### config.mk
export PLATFORM = sky130hd
export DESIGN_NAME = url_ram
export DESIGN_NICKNAME = d
export VERILOG_FILES = /design/src/hdl/unwind_region_lookup_macros.svh /design/src/hdl/url_ram.sv
export SDC_FILE = /design/constraint.sdc
export NUM_CORES = 1
export LEC_CHECK = 0
export BUFFER_PORTS_ARGS = -buffer_cell sky130_fd_sc_hd__buf_2
export CORE_ASPECT_RATIO = 0.75
export CORE_MARGIN = 2
export CORE_UTILIZATION = 40
export DETAILED_ROUTE_END_ITERATION = 10
export GPL_ROUTABILITY_DRIVEN = 0
export GPL_TIMING_DRIVEN = 0
export PLACE_DENSITY = 0.52
export SKIP_LAST_GASP = 1
export SYNTH_ARGS = -nofsm -noshare
export SYNTH_HDL_FRONTEND = slang
export SYNTH_SLANG_ARGS = --single-unit
### constraint.sdc
create_clock -name clk -period 2.5 [get_ports clk]
set_input_delay 0.5 -clock clk [delete_from_list [all_inputs] [get_ports clk]]
set_output_delay 0.5 -clock clk [all_outputs]
set_load 0.01 [all_outputs]
### src/hdl/unwind_region_lookup_macros.svh
// assertion macros used by the region lookup engine
// each macro expects clk and arst_n in the scope where it is used
`ifndef UNWIND_REGION_LOOKUP_MACROS_SVH
`define UNWIND_REGION_LOOKUP_MACROS_SVH

// same-cycle implication, off during reset
`define URL_ASSERT_NOW(label, ante, cons, msg) \
	label: assert property (@(posedge clk) disable iff (!arst_n) (ante) |-> (cons)) \
		else $error(msg);

// next-cycle implication, off during reset
`define URL_ASSERT_NEXT(label, ante, cons, msg) \
	label: assert property (@(posedge clk) disable iff (!arst_n) (ante) |=> (cons)) \
		else $error(msg);

`endif

### src/hdl/url_ram.sv
// generic single-port-write, single-port-read ram with registered read
// no dependencies
module url_ram #(
	parameter int WIDTH = 8,
	parameter int DEPTH = 16
) (
	input  logic                                          clk,
	input  logic                                          wr_en,
	input  logic [((DEPTH > 1) ? $clog2(DEPTH) : 1)-1:0]  wr_addr,
	input  logic [WIDTH-1:0]                              wr_data,
	input  logic [((DEPTH > 1) ? $clog2(DEPTH) : 1)-1:0]  rd_addr,
	output logic [WIDTH-1:0]                              rd_data
);

	logic [WIDTH-1:0] mem_q [DEPTH];

	// write port
	always_ff @(posedge clk) begin
		if (wr_en) begin
			mem_q[wr_addr] <= wr_data;
		end
	end

	// registered read port
	always_ff @(posedge clk) begin
		rd_data <= mem_q[rd_addr];
	end

endmodule

==> impl_metrics.ini <==
[critical_path]
crit_chain = buf_2 > or3b_2 > nor2_1
path_depth = 3
reg2reg_to = rd_data[7]
cp_max_fo = 8
arrival_ns = 1.88
reg2reg_depth = 3
critPathSlowestCell = nor2_1
crit_start = wr_addr[2]
critPathKind = in -> reg
path_buf_inv = 1
cp_top_family = simple AND/OR/NAND/NOR gates
cp_data_required_time_ns = 2.53
endpoint_kind = flop
cp-endpoint = mem_q[3][2]
crit-reg2reg-launch = mem_q[7][7]
startpoint_type = input port
cp_slowest_stage_delay_ns = 0.72
r2r_slack_ns = 1.07

[sta]
fin_skew_ns = 0.00469
setup_viol = 0
fmax_ghz = 0.540
worstMarginPinSlew_ns = 1.24
rsz0062_at_grt = false
slew_violations = 0
finalHoldViolations = 0
timing.final.crit_period_ns = 1.85
whs_ns = 0.485
slew_headroom = 0.167
period_share = 0.741

[finish]
diodes = 0
drive_gt1_frac = 0.277
fillers = 1059
finalInstanceArea_mm2 = 0.00601
areaGrowthSynthToFinish_pct = 16.7
finish.utilization = 0.483
final_nets = 290
regArea_mm2 = 0.00400
multiInputGateArea_mm2 = 0.00107
final_cells = 451

[worst_hold_path]
hp-class = in -> reg

[logic_synthesis]
ys_seq_elements = 136
synthFlopType = edfxtp_1
synth-seq-area-share = 0.778
synth_nets = 247
synth_top_area_frac = 0.747
synthArstFlopShare = 0
synth_area_leaders = edfxtp_1 (75%), mux4_2 (7.9%), mux4_1 (7.1%)
syn_area_per_cell_um2 = 22.5
yosysTopAreaCell = edfxtp_1
yosys_warnings = 0
synth_area_mm2 = 0.00515
syn-instance-count = 229
synth_edf_count = 128
ys_types = 19

[floorplan]
start_util = 0.414
die_y_um = 102
dieArea_mm2 = 0.0138
rows = 35
die_width_um = 135
core-area_mm2 = 0.0124
pin_count = 26

[placed_design]
dp.cells = 419
dpl.hpwl_um = 6650
port_buffers = 24
dpl-instance-area_mm2 = 0.00548

[outcome]
run_status = complete, no violations

[clocking]
cts_tree = done
htreeDepth = 4
root_buffer = clkbuf_16
clkSinkCount = 136
cts_resized = 0
numCtsBuffers = 17
cts_buffer_depth = 2
hold_buffers = 0
clkTransAtPathRegs_ns = 0.06
postCtsSetupRepairBufs = 0
clk_latency_ns = 0.40

[routing]
detail_route.wl_per_cell_um = 23.8
vias = 2363
ant_nets = 0
firstDrtPassIters = 5
first_iter_violations = 291
vias_per_cell = 5.24
wirelength_um = 10700
drc = 0

[global_route]
grt_max_degree = 17
antenna_found_initial = 0
grt_overflow = 0
grt_pass1_wl_um = 15700
grt.total_usage = 0.170
grt_pass1_vias = 2404

[power_and_ir_drop]
pwr_density_cell_mw_per_mm2 = 840
p_leak_nw = 1.99
p_int_mw = 4.00
peakVddDrop_uv = 496
p_switching_mw = 1.05
p_sw_frac = 0.207
clkPwrFrac = 0.442
comb_power_share = 0.051
total_power_mw = 5.05
pwr-share-seq = 0.507

[run]
maxCapViolations = 0
[cells by family after synthesis]
group / count (synthesis) / share of synthesized area
buffers and inverters: 10 / 0.0168
AO/OA/AOI/OAI: 16 / 0.0233
flip-flops: 136 / 0.778
AND/OR/NAND/NOR: 35 / 0.0318
multiplexers: 32 / 0.150
[metrics by stage]
step                setup slack [ns]  TNS [ns]
finish                         0.648         0
global placement             -0.0783    -0.623
detailed placement           -0.0894    -0.711
global route                   0.570         0
CTS                            0.343         0
floorplan                      0.507         0
[cell usage after synthesis (3+ instances only)]
| cell | count |
|---|---|
| nor3_1 | 4 |
| mux4_2 | 18 |
| buf_2 | 3 |
| mux4_1 | 14 |
| dfxtp_1 | 8 |
| clkdlybuf4s25_2 | 3 |
| nor2_1 | 13 |
| nand2_1 | 9 |
| buf_6 | 3 |
| edfxtp_1 | 128 |
| a22oi_1 | 16 |
[worst reg2reg max path: stages (launching register included)]
cell and delay [ns]:
edfxtp_1 0.36, mux4_2 0.53, a22oi_1 0.30, nand2_1 0.11
[placed cells by master, fill, tap and decap left out, drive strengths merged, types with 3 or more instances in the layout]
cell / count
edfxtp: 128
mux4: 32
buf: 31
clkbuf: 22
a22oi: 16
nor2: 13
nand2: 9
dfxtp: 8
clkinv: 7
nor3: 4
clkdlybuf4s25: 3
[routing by layer]
| metal | up-vias | track usage | routed length [um] |
|---|---|---|---|
| met5 | - | 0 | 0 |
| met4 | 0 | 0.0601 | 95 |
| met3 | 8 | 0.0432 | 423 |
| met2 | 58 | 0.242 | 4740 |
| met1 | 1238 | 0.255 | 5480 |
| li1 | 1059 | - | - |
[power groups by stage]
stage               Combinational [mW]  Clock [mW]  Sequential (mW)
CTS                              0.260        2.27             2.56
floorplan                        0.129           0             2.61
global route                     0.278        2.38             2.57
global placement                 0.258           0             2.61
detailed placement               0.260           0             2.61
finish                           0.257        2.23             2.56
[worst min path at each step]
| stage | slack [ns] | depth (start not counted) | from | to |
|---|---|---|---|---|
| final | 0.49 | 1 | wr_data[5] | mem_q[15][5] |
| after global routing | 0.49 | 1 | wr_data[6] | mem_q[6][6] |
| after CTS | 0.49 | 1 | wr_data[5] | mem_q[15][5] |
| after detailed placement | 0.67 | 3 | mem_q[11][2] | rd_data[2] |
| after global placement | 0.66 | 3 | mem_q[11][2] | rd_data[2] |
| after floorplan | 0.60 | 0 | wr_data[0] | mem_q[0][0] |
[state kept, by name, summed over array words and instances, names as in the netlist]
name,cells
mem_q,128
rd_data,8
[final cells by class]
| class | instances | share of cell area |
|---|---|---|
| plain buffers | 10 | 0.0144 |
| clock inverters | 10 | 0.0133 |
| multi-input cells | 83 | 0.178 |
| clock buffers | 22 | 0.0739 |
| repair buffers | 24 | 0.0200 |
| flip-flops and latches | 136 | 0.666 |
| well taps | 166 | 0.0346 |
(Power assumes the default switching activity.)
